===== config.mk =====
export PLATFORM = sky130hd
export DESIGN_NAME = edst_div
export DESIGN_NICKNAME = d
export VERILOG_FILES = /design/src/hdl/edst_pkg.sv /design/src/hdl/edst_div.sv
export SDC_FILE = /design/constraint.sdc
export NUM_CORES = 1
export LEC_CHECK = 0
export ABC_AREA = 1
export BUFFER_PORTS_ARGS = -buffer_cell sky130_fd_sc_hd__clkbuf_2
export CORE_AREA = 2 2 180 252
export DETAILED_ROUTE_END_ITERATION = 10
export DIE_AREA = 0 0 182 254
export SLEW_MARGIN = 20
export SYNTH_ARGS = -nofsm -noshare
export SYNTH_HDL_FRONTEND = slang
export SYNTH_SLANG_ARGS = --single-unit
export TNS_END_PERCENT = 1

===== constraint.sdc =====
create_clock -name clk -period 11.56 [get_ports clk]
set_input_delay 2.312 -clock clk [delete_from_list [all_inputs] [get_ports clk]]
set_output_delay 2.312 -clock clk [all_outputs]
set_load 0.005 [all_outputs]

===== src/hdl/edst_pkg.sv =====
`timescale 1ns / 1ps
package edst_pkg;

  localparam int OP_W   = 3;
  localparam int SLOT_W = 10;
  localparam int DL_W   = 40;
  localparam int SKIP_W = 24;

  // operation codes
  localparam logic [OP_W-1:0] OP_INSERT = 3'd0;
  localparam logic [OP_W-1:0] OP_REMOVE = 3'd1;
  localparam logic [OP_W-1:0] OP_UPDATE = 3'd2;
  localparam logic [OP_W-1:0] OP_SKIP   = 3'd3;
  localparam logic [OP_W-1:0] OP_QUERY  = 3'd4;
  localparam logic [OP_W-1:0] OP_READ   = 3'd5;

  localparam logic [DL_W-1:0] DAY_SECONDS = 40'd86400;

  typedef struct packed {
    logic              used;
    logic [DL_W-1:0]   dl;
    logic [SKIP_W-1:0] skip;
  } slot_ent_t;

  typedef enum logic [3:0] {
    S_CLR, S_IDLE, S_EXEC, S_DIV, S_RD0, S_RD1, S_RD2, S_RD3, S_RESP
  } state_t;

endpackage


===== src/hdl/edst_div.sv =====
`timescale 1ns / 1ps
module edst_div (
  input  logic                      clk,
  input  logic                      rst_n,
  input  logic                      start,
  input  logic [edst_pkg::DL_W-1:0] din,
  output logic                      done,
  output logic [edst_pkg::SKIP_W-1:0] quo
);
  import edst_pkg::*;

  // d / 86400 is (d >> 7) / 675; for a 33-bit operand n the quotient
  // n / 675 equals (n * RECIP) >> 43 with RECIP = ceil(2^43 / 675),
  // whose error term stays below 1/675 over the whole operand range
  localparam int NW = DL_W - 7;
  localparam int MW = 17;
  localparam int PW = NW + MW;
  localparam int AW = PW + MW;
  localparam int QS = 43;
  localparam logic [MW-1:0] RECIP_LO = 17'd70682;
  localparam logic [MW-1:0] RECIP_HI = 17'd99420;

  logic [NW-1:0] n_r;
  logic [AW-1:0] acc_r;
  logic          step_r;
  logic          busy_r;
  logic          done_r;
  logic [PW-1:0] pp;

  // multiply the operand by one half of the reciprocal
  always_comb begin
    pp = PW'(n_r) * PW'(step_r ? RECIP_HI : RECIP_LO);
  end

  // low half first, then add the shifted high half
  always_ff @(posedge clk) begin
    if (!rst_n) begin
      busy_r <= 1'b0;
      done_r <= 1'b0;
      step_r <= 1'b0;
    end else begin
      done_r <= busy_r && step_r;
      if (start && !busy_r) begin
        busy_r <= 1'b1;
        step_r <= 1'b0;
        n_r    <= din[DL_W-1:7];
      end else if (busy_r && !step_r) begin
        acc_r  <= AW'(pp);
        step_r <= 1'b1;
      end else if (busy_r) begin
        acc_r  <= acc_r + {pp, {MW{1'b0}}};
        busy_r <= 1'b0;
        step_r <= 1'b0;
      end
    end
  end

  assign done = done_r;
  assign quo  = acc_r[QS +: SKIP_W];

endmodule


==> flow_summary_export.csv, run 1 <==
group,metric,value,unit
status,outcome,"completed",
cells_and_area,area.growth.synth_to_final,6.304,%
critical_path,critical_path_start_end_classification,"reg -> reg",
detailed_routing,drt-vias-per-instance,5.026,
critical_path,ff2ff_setup_slack,3.28,ns
cells_and_area,postLayoutCellArea,18530,um^2
detailed_routing,detail-route-antenna-nets,0,
placement,dp_hpwl,43.81,mm
critical_path,critPathSlowestCell,"sky130_fd_sc_hd__dfxtp_2",
floorplanning,top_level_ports,68,
clock_tree,cts-htree-levels,3,
timing,final-setup-viol-count,0,
placement,io_buffers,60,
synthesis,yosys.area.top_type_share,23.09,%
global_route,global_route_wire_length_before_repair,79.70,mm
cells_and_area,fill_cells,4503,
clock_tree,cts_buffer_depth,2,
detailed_routing,route.final.wire_length,49.80,mm
timing,min_period,8.276,ns
detailed_routing,detailroute.wirelength.met3,1.503,mm
synthesis,synth.yosys.seq_area_share,14.47,%
clock_tree,ctsRootBufferMaster,"sky130_fd_sc_hd__clkbuf_16",
detailed_routing,routedLengthMet1,19.65,mm
floorplanning,floorplan_core_area,43950,um^2
timing,grt_setup_unrepaired,"no",
flow_run,maxCapViolCount,0,
detailed_routing,met2_length,25.93,mm
synthesis,post_synth_inst_count,2206,
global_route,antenna_found_initial,0,
clock_tree,cts_tree,"done",
detailed_routing,routed-via-count,14103,
synthesis,yosys_register_bits,85,
floorplanning,initial_utilization,39.65,%
critical_path,critPathRequiredTime,11.72,ns
timing,report.final.slew_viol_count,0,
placement,gp_congestion,0.9542,
detailed_routing,wire_per_inst,17.75,um
synthesis,synth_largest_area_cell,"sky130_fd_sc_hd__fa_1",
global_route,via_count_of_the_first_global_routing_pass,15097,
placement,place_area,18230,um^2
detailed_routing,drcViolationCount,0,
timing,worst_slew_margin_rel,52.24,%
timing,worst_pin_slew,0.7164,ns
cells_and_area,final_nets,2773,
detailed_routing,maxUsedRoutingLayer,"met4",
detailed_routing,drtIter0Drc,846,
floorplanning,dieWidth,182,um
clock_tree,post_cts_resized,0,
clock_tree,ctsHoldBuffers,0,
clock_tree,clock-sinks,85,
clock_tree,clock_insertion_delay_worst_skew,0.41,ns
floorplanning,die-area,46230,um^2
timing,postLayoutSetupSlackWorst,3.284,ns
synthesis,primary_ff_master_synth,"sky130_fd_sc_hd__edfxtp_1",
critical_path,cpMostUsedCell,"sky130_fd_sc_hd__nand2_1",
critical_path,cp-end-kind,"register",
critical_path,start_kind,"register",
global_route,grt.overflow.total,0,
global_route,grt_util_all_layers,22.70,%
synthesis,avgSynthCellArea,7.900,um^2
detailed_routing,tritonroute_pass_1_iters,5,
cells_and_area,post_route_cells_drive_above_1_share,5.472,%
timing,fin_hold_ws,0.5642,ns
timing,max_clock_freq,120.8,MHz
synthesis,synthTopCellsByArea,"sky130_fd_sc_hd__fa_1, sky130_fd_sc_hd__ha_1, sky130_fd_sc_hd__edfxtp_1",
worst_hold_path,hold_path_class,"reg -> reg",
synthesis,synthArstFlopShare,0,%
critical_path,cp.arrival,8.44,ns
cells_and_area,antenna-diode-count,0,
synthesis,synth-edff-count,82,
clock_tree,buffers_inserted_during_post_cts_setup_optimization,0,
critical_path,worst_path_largest_cell_delay,0.57,ns
synthesis,ys.warnings.count,0,
placement,place_ws,3.362,ns
synthesis,mappedNetlistNets,2736,
timing,final_min_period_over_clock_period,71.59,%
floorplanning,rows,91,
synthesis,synth.cell_area,17430,um^2
clock_tree,cts_bufs_inserted,9,
synthesis,synth_cell_types,50,
global_route,grt_start_max_net_pins,52,
floorplanning,die_height,254,um
critical_path,worstPathMaxFanout,45,
clock_tree,clkTransAtPathRegs,0.08,ns
timing,timing.setup.tns,0,ns
timing,timing_hold_violations_final,0,
timing,final.setup_skew,0.01691,ns
==> through the flow <==
| step | cells | utilization [%] |
|---|---|---|
| global route | 2806 | 42.15 |
| detailed placement | 2789 | 41.48 |
| global placement | 2789 | 41.48 |
| finish | 2806 | 42.15 |
| floorplan | 2206 | - |
| CTS | 2805 | 42.11 |
==> flip-flops by register name, summed over array words and instances (netlist names) <==
register / cells
step_r: 1
n_r: 33
busy_r: 1
acc_r: 49
done: 1
==> final timing paths <==
check                           depth (start not counted)                       to                 from
worst max-delay path                                   30  acc_r[61]$_SDFFCE_PP0P_  step_r$_SDFFE_PP0N_
worst min-delay path                                    3      step_r$_SDFFE_PP0N_  busy_r$_SDFFE_PN0P_
worst max register to register                         30  acc_r[61]$_SDFFCE_PP0P_  step_r$_SDFFE_PP0N_
worst min register to register                          3      step_r$_SDFFE_PP0N_  busy_r$_SDFFE_PN0P_
==> metal layers <==
layer / track usage [%] / up-vias
li1: - / 7030
met1: 25.54 / 6627
met2: 41.90 / 331
met3: 2.465 / 115
met4: 12.33 / 0
met5: 0 / -
==> cells in the final DEF, fill, tap and decap left out, drive strengths merged, types with 3 or more instances in the layout <==
cell type	n
o21a	9
edfxtp	82
a31oi	4
clkbuf	69
clkinv	6
buf	5
nand3	79
nand2	414
nor3	21
nor2	214
nand4	10
nor4	6
dfxtp	3
xor2	30
a21oi	133
o21ai	88
nand3b	7
a21boi	7
inv	490
o21bai	13
a21o	12
ha	286
o211ai	4
xnor2	12
or2	15
and2	17
fa	201
==> critical path: cells and delay by family, from the launching register on <==
| family | cells | cell delay, ns |
|---|---|---|
| compound gates | 5 | 1.08 |
| simple gates | 12 | 2.08 |
| fa+ha+maj | 8 | 3.37 |
| buf+inv | 5 | 0.91 |
| flops | 1 | 0.57 |
==> cells by family after synthesis <==
kind of cell | after synthesis | synth area share (%)
simple gates | 786 | 18.88
buf+inv | 528 | 11.91
fa+ha+maj | 487 | 43.62
compound gates | 276 | 8.960
flops | 85 | 14.47
xor+xnor | 42 | 2.111
other cells | 2 | 0.04309
==> synthesized netlist by cell type, drive strengths merged, types with 10 or more instances <==
cell type,count
and2,17
o21ai,88
ha,286
buf,28
a21oi,133
inv,488
nor2,214
fa,201
nand2,414
or2,15
xnor2,12
o21bai,13
nor3,21
nand4,10
edfxtp,82
xor2,30
clkbuf,11
a21o,12
nand3,79
==> layout make-up <==
class,instances,area (um^2),share of cell area (%)
multi-input cells,1593,12840,69.33
flip-flops and latches,85,2524,13.62
inverters,489,1836,9.908
well taps,558,698.2,3.769
repair buffers,65,350.3,1.891
clock buffers,9,225.2,1.216
clock inverters,7,48.80,0.2634
Power of run 1 is not shown: default switching activity piles up to over one toggle a cycle in this logic, so the estimate is an artifact.
==> inputs of run 2 (changes only) <==
- clock period: 11.56 -> 8.1 ns (I/O delays scaled with it)
==> flow_summary_export.csv, run 2 (synthesis results as in run 1) <==
group,metric,value,unit
critical_path,endpoint,"acc_r[61]$_SDFFCE_PP0P_",
critical_path,crit_cells,31,
detailed_routing,tritonroute_pass_1_iters,6,
timing,report.final.slew_viol_count,0,
global_route,via_count_of_the_first_global_routing_pass,15158,
clock_tree,ctsRootBufferMaster,"sky130_fd_sc_hd__clkbuf_16",
floorplanning,dieWidth,182,um
detailed_routing,drtIter0Drc,668,
critical_path,cpMostUsedCell,"sky130_fd_sc_hd__nand2_1",
cells_and_area,most-common-layout-cells,"sky130_fd_sc_hd__inv_1, sky130_fd_sc_hd__nand2_1, sky130_fd_sc_hd__ha_1, sky130_fd_sc_hd__nor2_1, sky130_fd_sc_hd__fa_1",
cells_and_area,stdcell_count,2831,
detailed_routing,detail-route-antenna-nets,0,
cells_and_area,fill_cells,4489,
clock_tree,cts_buffer_depth,2,
cells_and_area,reg_top3,"acc_r x49, n_r x33",
timing,grt_setup_unrepaired,"no",
critical_path,worstSetupStartpoint,"step_r$_SDFFE_PP0N_",
timing,fin_hold_ws,0.5754,ns
detailed_routing,drcViolationCount,0,
cells_and_area,antenna-diode-count,0,
cells_and_area,regMostFlops,"acc_r",
critical_path,path_delay_family,"adder cells",
flow_run,maxCapViolCount,0,
detailed_routing,drt-vias-per-instance,4.998,
critical_path,critPathSlowestCell,"sky130_fd_sc_hd__dfxtp_4",
global_route,grt_util_all_layers,22.70,%
status,outcome,"completed",
critical_path,worstPathMaxFanout,33,
floorplanning,rows,91,
floorplanning,top_level_ports,68,
floorplanning,initial_utilization,39.65,%
timing,final_min_period_over_clock_period,93.59,%
cells_and_area,post_route_cells_drive_above_1_share,6.423,%
clock_tree,cts_tree,"done",
critical_path,crit_path_buffers_inverters,6,
critical_path,ff2ff_setup_slack,0.52,ns
cells_and_area,area.growth.synth_to_final,7.496,%
placement,io_buffers,60,
floorplanning,die_height,254,um
clock_tree,buffers_inserted_during_post_cts_setup_optimization,0,
timing,final.setup_skew,0.01814,ns
clock_tree,clock-sinks,85,
detailed_routing,wire_per_inst,17.65,um
placement,place_inst,2815,
detailed_routing,route.final.wire_length,49.95,mm
floorplanning,floorplan_core_area,43950,um^2
timing,timing.setup.tns,0,ns
placement,dp_hpwl,44.08,mm
timing,min_period,7.580,ns
cells_and_area,largest_register_ff_count,49,
critical_path,start_kind,"register",
cells_and_area,fin_util,42.62,%
global_route,grt_start_max_net_pins,52,
critical_path,reg2reg_from,"step_r$_SDFFE_PP0N_",
clock_tree,cts_bufs_inserted,9,
critical_path,critPathRequiredTime,8.25,ns
placement,gp_congestion,0.9564,
timing,worst_pin_slew,1.057,ns
critical_path,r2r.worst_path.cells,31,
cells_and_area,final_nets,2798,
global_route,global_route_wire_length_before_repair,80.32,mm
timing,max_clock_freq,131.9,MHz
global_route,antenna_found_initial,0,
global_route,grt.overflow.total,0,
timing,worst_slew_margin_rel,29.38,%
detailed_routing,routed-via-count,14149,
floorplanning,die-area,46230,um^2
critical_path,critical_path_start_end_classification,"reg -> reg",
clock_tree,cts-htree-levels,3,
timing,final-setup-viol-count,0,
critical_path,cp-end-kind,"register",
critical_path,rr_endpoint,"acc_r[61]$_SDFFCE_PP0P_",
worst_hold_path,hold_path_class,"reg -> reg",
critical_path,worst_path_largest_cell_delay,0.63,ns
timing,timing_hold_violations_final,0,
clock_tree,clock_insertion_delay_worst_skew,0.40,ns
clock_tree,clkTransAtPathRegs,0.08,ns
cells_and_area,layout.cells.most_common,"sky130_fd_sc_hd__inv_1",
critical_path,cp.arrival,7.73,ns
-- run 2: stage by stage --
| stage | cell area (um^2) | setup slack (ns) |
|---|---|---|
| finish | 18730 | 0.5195 |
| global route | 18730 | 0.1028 |
| CTS | 18730 | 0.2680 |
| detailed placement | 18440 | 0.3157 |
| global placement | 18440 | 0.2903 |
| floorplan | 17430 | 1.464 |
-- run 2: what timing repair did --
item	CTS	global route
hold buffers	0	0
endpoints found under the setup margin	0	9
resized for setup	0	1
-- run 2: cell type report --
type	count	area, um^2	share of cell area (%)
Timing Repair Buffer	90	538.0	2.872
Sequential cell	85	2526	13.49
Inverter	489	1836	9.798
Clock inverter	6	62.56	0.3340
Multi-Input combinational cell	1593	12840	68.56
Clock buffer	10	229.0	1.222
Tap cell	558	698.2	3.727
-- run 2: worst min-delay path by stage --
stage	depth (start not counted)	slack, ns	endpoint	from
2_1_floorplan	2	0.43	done$_SDFF_PN0_	busy_r$_SDFFE_PN0P_
3_3_place_gp	3	0.54	step_r$_SDFFE_PP0N_	busy_r$_SDFFE_PN0P_
3_5_place_dp	3	0.57	step_r$_SDFFE_PP0N_	busy_r$_SDFFE_PN0P_
4_1_cts	3	0.58	step_r$_SDFFE_PP0N_	busy_r$_SDFFE_PN0P_
5_1_grt	3	0.62	step_r$_SDFFE_PP0N_	busy_r$_SDFFE_PN0P_
6_report	3	0.58	step_r$_SDFFE_PP0N_	busy_r$_SDFFE_PN0P_
-- run 2: metal layers --
layer | GRT usage, % | share of wire (%) | wire length (um) | vias up
met5 | 0 | 0 | 0 | -
met4 | 11.80 | 5.3 | 2625 | 0
met3 | 2.379 | 2.8 | 1398 | 111
met2 | 42.31 | 52 | 26080 | 293
met1 | 25.45 | 40 | 19850 | 6666
li1 | - | - | - | 7079
-- run 2: tightest hold or removal path, delay by kind of cell, from the launching register on --
| kind | cells | cell delay, ns |
|---|---|---|
| compound gates | 1 | 0.06 |
| simple gates | 1 | 0.07 |
| buf+inv | 1 | 0.08 |
| flops | 1 | 0.34 |
Power of run 2 is left out for the same reason.
