## src/hdl/edst_ram.sv

```systemverilog
`timescale 1ns / 1ps
module edst_ram #(
  parameter int W = 8,
  parameter int D = 16
) (
  input  logic                 clk,
  input  logic                 we,
  input  logic [$clog2(D)-1:0] waddr,
  input  logic [W-1:0]         wdata,
  input  logic [$clog2(D)-1:0] raddr,
  output logic [W-1:0]         rdata
);

  logic [W-1:0] mem [D];

  // write port
  always_ff @(posedge clk) begin
    if (we) begin
      mem[waddr] <= wdata;
    end
  end

  // registered read port
  always_ff @(posedge clk) begin
    rdata <= mem[raddr];
  end

endmodule

```

## config.mk

```make
export PLATFORM = sky130hd
export DESIGN_NAME = edst_ram
export DESIGN_NICKNAME = d
export VERILOG_FILES = /design/src/hdl/edst_ram.sv
export SDC_FILE = /design/constraint.sdc
export NUM_CORES = 1
export LEC_CHECK = 0
export BUFFER_PORTS_ARGS = -buffer_cell sky130_fd_sc_hd__buf_2
export CAP_MARGIN = 20
export CORE_ASPECT_RATIO = 2
export CORE_MARGIN = 10
export CORE_UTILIZATION = 54
export CTS_CLUSTER_DIAMETER = 60
export DETAILED_ROUTE_END_ITERATION = 6
export GPL_TIMING_DRIVEN = 0
export PLACE_DENSITY = 0.74
export SLEW_MARGIN = 20
export SYNTH_ARGS = -nofsm -noshare
export SYNTH_HDL_FRONTEND = slang
export SYNTH_SLANG_ARGS = --single-unit
```

## constraint.sdc

```tcl
create_clock -name clk -period 1.7 [get_ports clk]
set_clock_uncertainty 0.15 [all_clocks]
set_input_delay 0.085 -clock clk [delete_from_list [all_inputs] [get_ports clk]]
set_output_delay 0.085 -clock clk [all_outputs]
set_load 0.02 [all_outputs]
```

==> flow_summary.json, run 1 <==
{
  "status": "finished, final reports clean",
  "required_ns": 1.84,
  "avgViaCountPerCell": 6.11,
  "clock_latency_ns": 0.41,
  "crit_type": "reg2reg",
  "worst_path_max_delay_cell": "mux4_1",
  "mostFrequentLayoutCells": "edfxtp_1 (128), buf_2 (27), mux4_2 (18), clkbuf_16 (17), a22oi_1 (16)",
  "cts_setup_buffers": 0,
  "crit_path_max_fanout": 1,
  "nets": 298,
  "post-route-util": 0.653,
  "critical-path-max-stage-delay_ns": 0.58,
  "hold_viol": 0,
  "diodes": 0,
  "multiInputGateArea_mm2": 0.00108,
  "layout-drive-gt1-share": 0.290,
  "cts_sinks": 136,
  "initial_core_util": 0.552,
  "netlist_area_mm2": 0.00515,
  "power.leakage_nw": 2.06,
  "grt_max_degree": 17,
  "dp_cells": 357,
  "antenna_left": 0,
  "drv_cap": 0,
  "grt_overflow_total": 0,
  "seq_area_frac_synth": 0.778,
  "syn_inst": 229,
  "path_clk_slew_ns": 0.06,
  "period_needed_ns": 1.62,
  "syn_nets": 247,
  "final_cells": 397,
  "dp_hpwl_um": 6600,
  "setup_viol": 0,
  "grt_usage": 0.157,
  "worstHoldStart": "raddr[1]",
  "firstDrtPassIters": 4,
  "synthTopCellsByArea": "edfxtp_1 (75%), mux4_2 (7.9%), mux4_1 (7.1%)",
  "synth_top_cell_by_area": "edfxtp_1",
  "avgSynthCellArea_um2": 22.5,
  "cts_tree": "done",
  "worstHoldPathCells": 4,
  "row_count": 50,
  "startpoint_type": "register",
  "fin_setup_tns_ns": 0,
  "synth_top_area_frac": 0.747,
  "vias": 2424,
  "crit_path_end_kind": "register",
  "place_ws_ns": -0.229,
  "maxSlewViolCount": 0,
  "hold_path_class": "in2reg",
  "clock_path_buffers": 2,
  "tightest_slew_ns": 0.817,
  "cts_buffers": 17,
  "wire_per_inst_um": 25.2,
  "relSlewSlack": 0.453,
  "grt_pass1_vias": 2578,
  "syn_to_final_growth_pct": 18.2,
  "yosys_register_bits": 136,
  "layout_setup_ws_ns": 0.0756,
  "die_h_um": 158,
  "seqCellArea_mm2": 0.00400,
  "synth_warnings": 0,
  "grt_pass1_wl_um": 15300,
  "final_common_cell": "edfxtp_1",
  "die_w_um": 89.0,
  "rrSetupSlack_ns": 0.08,
  "htree_num_levels": 4,
  "rsz0062_at_grt": "no",
  "ys_types": 19,
  "path_cells": "mux4_1 -> a22oi_1 -> nand2_1",
  "cp.arrival_ns": 1.76,
  "port_buffers": 24,
  "antenna_found_initial": 0,
  "postRouteWirelength_um": 10000,
  "drt_iter0_drc": 187,
  "nFillCells": 604,
  "holdWs_ns": 0.0385,
  "min_to": "rdata[0]",
  "reg2reg_to": "rdata[3]",
  "r2r-start": "mem[1][3]",
  "ff2ff_path_depth": 3,
  "remaining_drc_errors": 0,
  "core_mm2": 0.00932,
  "ir_drop_mv": 0.999,
  "cts_root_buffer": "clkbuf_16",
  "max_freq_mhz": 616,
  "finalCritPeriodShare": 0.956,
  "powerDensity_mw_per_mm2": 1280,
  "die_area_mm2": 0.0141,
  "io_pins": 26,
  "place.gp.congestion": 0.848
}
-- cell usage after synthesis (all sizes together) --
cell type / count
nand2b: 2
nand3b: 2
a22oi: 16
or3b: 1
nor2: 13
and2: 1
edfxtp: 128
buf: 7
nand3: 1
dfxtp: 8
and2b: 1
clkdlybuf4s25: 3
nand2: 9
mux4: 32
nor2b: 1
nor3: 4
-- metal layers --
metal	global-route usage	share of wire	up-vias
li1	-	-	1077
met1	0.172	0.37	1238
met2	0.274	0.56	94
met3	0.0468	0.054	15
met4	0.0602	0.018	0
met5	0	0	-
-- cell families (layout without fill, tap and decap cells) --
kind of cell / count (synthesis) / after routing / share of synthesized area
flip-flops: 136 / 136 / 0.778
AND/OR/NAND/NOR: 35 / 35 / 0.0318
multiplexers: 32 / 32 / 0.150
AO/OA/AOI/OAI: 16 / 16 / 0.0233
buffers and inverters: 10 / 74 / 0.0168
-- state kept, by name (all words and copies together), names as in the netlist --
name	cells
rdata	8
mem	128
-- timing repair --
item,CTS,global route
hold endpoints to repair,128,0
gates resized for setup,0,0
hold buffers,8,0
-- report_power, final --
group / internal, W / switching (W)
clock network: 0.00229 / 0.00131
registers: 0.00375 / 0.0000181
logic: 0.000162 / 0.000234
total: 0.00620 / 0.00157
-- worst max path at each step --
stage	start	end	slack, ns	cells after the start
floorplan	waddr[2]	mem[3][0]	0.20	2
global placement	waddr[2]	mem[8][3]	-0.37	3
detailed placement	waddr[2]	mem[1][3]	-0.23	3
CTS	mem[1][3]	rdata[3]	0.06	3
global route	mem[0][3]	rdata[3]	0.007	3
finish	mem[1][3]	rdata[3]	0.08	3
-- per-stage QoR --
stage	total power (W)	instance area, um2
finish	0.00776	6080
global route	0.00802	6080
CTS	0.00782	6080
detailed placement	0.00423	5420
global placement	0.00421	5400
floorplan	0.00405	5150
-- worst max-delay path: cells and delay by family, from the launching register on --
family / cells / cell delay, ns
muxes: 1 / 0.58
DFF: 1 / 0.35
AOI/OAI and AO/OA: 1 / 0.32
and+or+nand+nor: 1 / 0.09
-- area by class of cell --
| class | count | area share |
|---|---|---|
| flip-flops and latches | 136 | 0.658 |
| multi-input cells | 83 | 0.177 |
| clock buffers | 18 | 0.0705 |
| repair buffers | 32 | 0.0329 |
| clock inverters | 14 | 0.0257 |
| well taps | 104 | 0.0214 |
| plain buffers | 10 | 0.0142 |
Note: power is estimated with default switching activity, not from simulation.
==> inputs of run 2 (changes only) <==
- BUFFER_PORTS_ARGS: -buffer_cell sky130_fd_sc_hd__buf_2 -> default
- CORE_UTILIZATION: 54 -> 56
- DONT_BUFFER_PORTS: default -> 1
==> flow_summary.json, run 2 (synthesis gave the netlist of run 1 again) <==
{
  "p_int_w": 0.00590,
  "firstDrtPassIters": 4,
  "combPwrFrac": 0.044,
  "startpoint_type": "register",
  "clock_latency_ns": 0.42,
  "vias": 2392,
  "post-route-util": 0.665,
  "remaining_drc_errors": 0,
  "power.leakage_nw": 1.96,
  "syn_to_final_growth_pct": 16.4,
  "status": "complete, but fails checks",
  "grt_overflow_total": 0,
  "core_mm2": 0.00901,
  "hold_path_class": "in2reg",
  "wire_per_inst_um": 26.8,
  "reg_top3": "mem (128), rdata (8)",
  "critical-path-max-stage-delay_ns": 0.55,
  "crit_type": "reg2reg",
  "cts_resized": 0,
  "relSlewSlack": 0.472,
  "cp.arrival_ns": 1.72,
  "cts_sinks": 136,
  "grt_pass1_vias": 2473,
  "die_h_um": 156,
  "grt_pass1_wl_um": 15200,
  "cts_root_buffer": "clkbuf_16",
  "required_ns": 1.85,
  "mostFrequentLayoutCells": "edfxtp_1 (128), mux4_2 (18), clkbuf_16 (17), a22oi_1 (16)",
  "crit_path_end_kind": "register",
  "avgViaCountPerCell": 6.34,
  "htree_num_levels": 4,
  "worst_path_max_delay_cell": "mux4_1",
  "largest_register_ffs": 128,
  "switching_share": 0.216,
  "nets": 280,
  "hold_viol": 8,
  "holdWs_ns": -0.0191,
  "finalCritPeriodShare": 0.925,
  "dp_hpwl_um": 6450,
  "drv_cap": 0,
  "maxSlewViolCount": 0,
  "layout-drive-gt1-share": 0.233,
  "tightest_slew_ns": 0.788,
  "seq_power_share": 0.505,
  "rrSetupSlack_ns": 0.13,
  "grt_usage": 0.160,
  "antenna_left": 0,
  "final_common_cell": "edfxtp_1",
  "postRouteWirelength_um": 10100,
  "p_sw_w": 0.00163,
  "diodes": 0,
  "pwr-share-clk": 0.451,
  "io_pins": 26,
  "cts_tree": "done",
  "die_area_mm2": 0.0137,
  "die_w_um": 87.8,
  "period_needed_ns": 1.57,
  "fin_setup_tns_ns": 0,
  "setup_viol": 0,
  "antenna_found_initial": 1,
  "rsz0062_at_grt": "no",
  "path_cells": "mux4_1 -> a22oi_1 -> nand2_1",
  "row_count": 49,
  "failed_checks": "hold timing",
  "ir_drop_mv": 1.70,
  "grt_max_degree": 17,
  "place.gp.congestion": 0.868,
  "powerDensity_mw_per_mm2": 1260,
  "crit_path_max_fanout": 1,
  "port_buffers": 0,
  "top_register": "mem",
  "clock_path_buffers": 2,
  "drt_iter0_drc": 150,
  "initial_core_util": 0.571,
  "max_freq_mhz": 636,
  "path_clk_slew_ns": 0.06,
  "cts_buffers": 17
}
-- run 2: per-layer routing --
layer / vias up / part of all wire / track usage
met5: - / 0 / 0
met4: 0 / 0.041 / 0.0962
met3: 25 / 0.069 / 0.0528
met2: 104 / 0.53 / 0.260
met1: 1216 / 0.36 / 0.176
li1: 1047 / - / -
-- run 2: timing repair --
action / 4_1_cts / 5_1_grt
endpoints found under the setup margin: 0 / 0
hold buffers: 14 / 0
hold endpoints to repair: 166 / 0
setup buffers: 0 / 0
-- run 2: cell type report --
cell class | instances | area [um2]
flip-flops and latches | 136 | 4000
fillers | 555 | 3020
repair buffers | 14 | 140
plain buffers | 10 | 86.3
multi-input cells | 83 | 1080
clock buffers | 17 | 425
well taps | 102 | 128
clock inverters | 15 | 129
-- run 2: final timing paths --
kind / from / endpoint / cells after the start
hold / removal: waddr[3] / mem[0][6] / 2
setup / recovery: mem[1][1] / rdata[1] / 3
hold reg to reg: mem[13][1] / rdata[1] / 3
setup reg to reg: mem[1][1] / rdata[1] / 3
-- run 2: per-stage QoR --
step / instance area (um2) / instances / worst slack (ns) / power (W)
6_report: 5990 / 377 / 0.127 / 0.00753
5_1_grt: 5990 / 377 / 0.0185 / 0.00774
4_1_cts: 5990 / 377 / 0.135 / 0.00754
3_5_place_dp: 5300 / 331 / -0.106 / 0.00413
3_3_place_gp: 5280 / 331 / -0.263 / 0.00412
2_1_floorplan: 5150 / 229 / 0.199 / 0.00405
-- run 2: power groups by stage --
stage / Combinational, W / Sequential, W / Clock, W
final: 0.000332 / 0.00380 / 0.00339
after global routing: 0.000355 / 0.00381 / 0.00358
after CTS: 0.000335 / 0.00380 / 0.00341
after detailed placement: 0.000258 / 0.00387 / 0
after global placement: 0.000253 / 0.00387 / 0
after floorplan: 0.000191 / 0.00386 / 0
-- run 2: critical path: cells and delay by family, from the launching register on --
family           cells  cell delay [ns]
AND/OR/NAND/NOR      1             0.09
flip-flops           1             0.35
multiplexers         1             0.55
AO/OA/AOI/OAI        1             0.31
==> inputs of run 3 (changes only) <==
- ABC_CLOCK_PERIOD_IN_PS: default -> 1300
- clock period: 1.7 -> 1.3 ns (I/O delays scaled with it)
==> flow_summary.json, run 3 (synthesis gave the netlist of run 1 again) <==
{
  "tightest_slew_ns": 0.760,
  "startpoint_type": "register",
  "power.leakage_nw": 1.94,
  "use_met2": 0.256,
  "seqCellArea_mm2": 0.00400,
  "top_register": "mem",
  "cts_setup_buffers": 0,
  "fin_setup_tns_ns": -0.984,
  "postRouteWirelength_um": 9780,
  "diodes": 0,
  "critical-path-max-stage-delay_ns": 0.53,
  "antenna_left": 0,
  "grt_usage": 0.159,
  "powerDensity_mw_per_mm2": 1640,
  "hold_viol": 56,
  "max_freq_mhz": 680,
  "cts_hold_buffers": 11,
  "grt_pass1_vias": 2468,
  "wire_per_inst_um": 26.1,
  "required_ns": 1.45,
  "drv_cap": 0,
  "grt_max_degree": 17,
  "worst_path_max_delay_cell": "mux4_2",
  "finalPower_w": 0.00985,
  "clock_path_buffers": 2,
  "multiInputGateArea_mm2": 0.00109,
  "crit_path_end_kind": "register",
  "cts_tree": "done",
  "avgViaCountPerCell": 6.18,
  "dp_hpwl_um": 6400,
  "htree_num_levels": 4,
  "place_ws_ns": -0.338,
  "syn_to_final_growth_pct": 16.4,
  "largest_register_ffs": 128,
  "final_cells": 374,
  "nFillCells": 570,
  "holdWs_ns": -0.270,
  "die_w_um": 87.8,
  "relSlewSlack": 0.491,
  "path_cells": "mux4_2 -> a22oi_2 -> nand2_1",
  "ir_drop_mv": 1.31,
  "cp.arrival_ns": 1.62,
  "layout-drive-gt1-share": 0.331,
  "dp_cells": 331,
  "status": "complete, but fails checks",
  "nets": 277,
  "reg_top3": "mem (128), rdata (8)",
  "ff2ff_path_depth": 3,
  "hold_path_class": "in2reg",
  "initial_core_util": 0.571,
  "maxSlewViolCount": 0,
  "rsz0062_at_grt": "yes",
  "firstDrtPassIters": 5,
  "crit_path_max_fanout": 1,
  "cp_num_buf_inv": 0,
  "min_to": "mem[0][6]",
  "drt_iter0_drc": 205,
  "critical_path.top_delay_family": "multiplexers",
  "port_buffers": 0,
  "reg2reg_to": "rdata[4]",
  "grt_pass1_wl_um": 15000,
  "die_area_mm2": 0.0137,
  "setup_viol": 8,
  "die_h_um": 156,
  "rrSetupSlack_ns": -0.17,
  "r2r-start": "mem[3][4]",
  "cts_sinks": 136,
  "cts_root_buffer": "clkbuf_16",
  "failed_checks": "hold timing, setup timing",
  "remaining_drc_errors": 0,
  "clock_latency_ns": 0.42,
  "grt_overflow_total": 0,
  "final_common_cell": "edfxtp_1",
  "core_mm2": 0.00901,
  "worstHoldPathCells": 1,
  "row_count": 49,
  "crit_type": "reg2reg",
  "io_pins": 26,
  "cts_buffers": 17,
  "period_needed_ns": 1.47,
  "mostFrequentLayoutCells": "edfxtp_1 (128), mux4_2 (31), clkbuf_16 (18), dlygate4sd3_1 (11), nor2_1 (10)",
  "grt_use_met3": 0.0518,
  "place.gp.congestion": 0.843,
  "path_clk_slew_ns": 0.06,
  "antenna_found_initial": 0,
  "finalCritPeriodShare": 1.13,
  "use_met1": 0.177,
  "vias": 2310,
  "busiest_layer": "met2",
  "layout_setup_ws_ns": -0.170,
  "worstHoldStart": "waddr[1]"
}
## run 3: cell count changes in the layout (fill, tap and decap cells not counted), sizes merged
cell and delta:
clkbuf +5, inv +2, dlygate4sd3 -3, bufinv -1, clkinvlp -6
## run 3: report_power, final
part           switching (W)  internal (W)  total [W]
registers          0.0000665       0.00491    0.00497
logic               0.000257      0.000199   0.000457
clock network        0.00168       0.00274    0.00442
total                0.00200       0.00785    0.00985
## run 3: final cells by class
cell class	count	area share
flip-flops and latches	136	0.668
multi-input cells	83	0.182
clock buffers	22	0.0843
well taps	102	0.0213
repair buffers	11	0.0184
plain buffers	10	0.0157
clock inverters	10	0.0104
## run 3: metrics by stage
step	util	cell area [um2]	hold slack, ns
finish	0.665	5990	-0.270
global route	0.665	5990	-0.285
CTS	0.664	5990	-0.280
detailed placement	0.590	5320	0.0153
global placement	0.590	5320	0.0153
floorplan	-	5190	0.0139
## run 3: per-layer routing
metal	wire, um	up-vias
met4	336	0
met5	0	-
li1	-	1020
met2	5370	102
met3	706	20
met1	3360	1168
## run 3: how the worst max path moves through the flow
stage                           to       from  slack (ns)  cells after the start
after floorplan           rdata[1]   raddr[0]       -0.05                      5
after global placement    rdata[1]   raddr[0]       -0.32                      5
after detailed placement  rdata[1]   raddr[0]       -0.34                      5
after CTS                 rdata[1]  mem[0][1]       -0.14                      3
after global routing      rdata[4]  mem[3][4]       -0.19                      3
final                     rdata[4]  mem[3][4]       -0.17                      3
## run 3: what timing repair did
| action | CTS | global route |
|---|---|---|
| resized for setup | 17 | 5 |
| pin swaps | 6 | 2 |
| endpoints found under the hold margin | 192 | 56 |
| setup endpoints to repair | 8 | 8 |
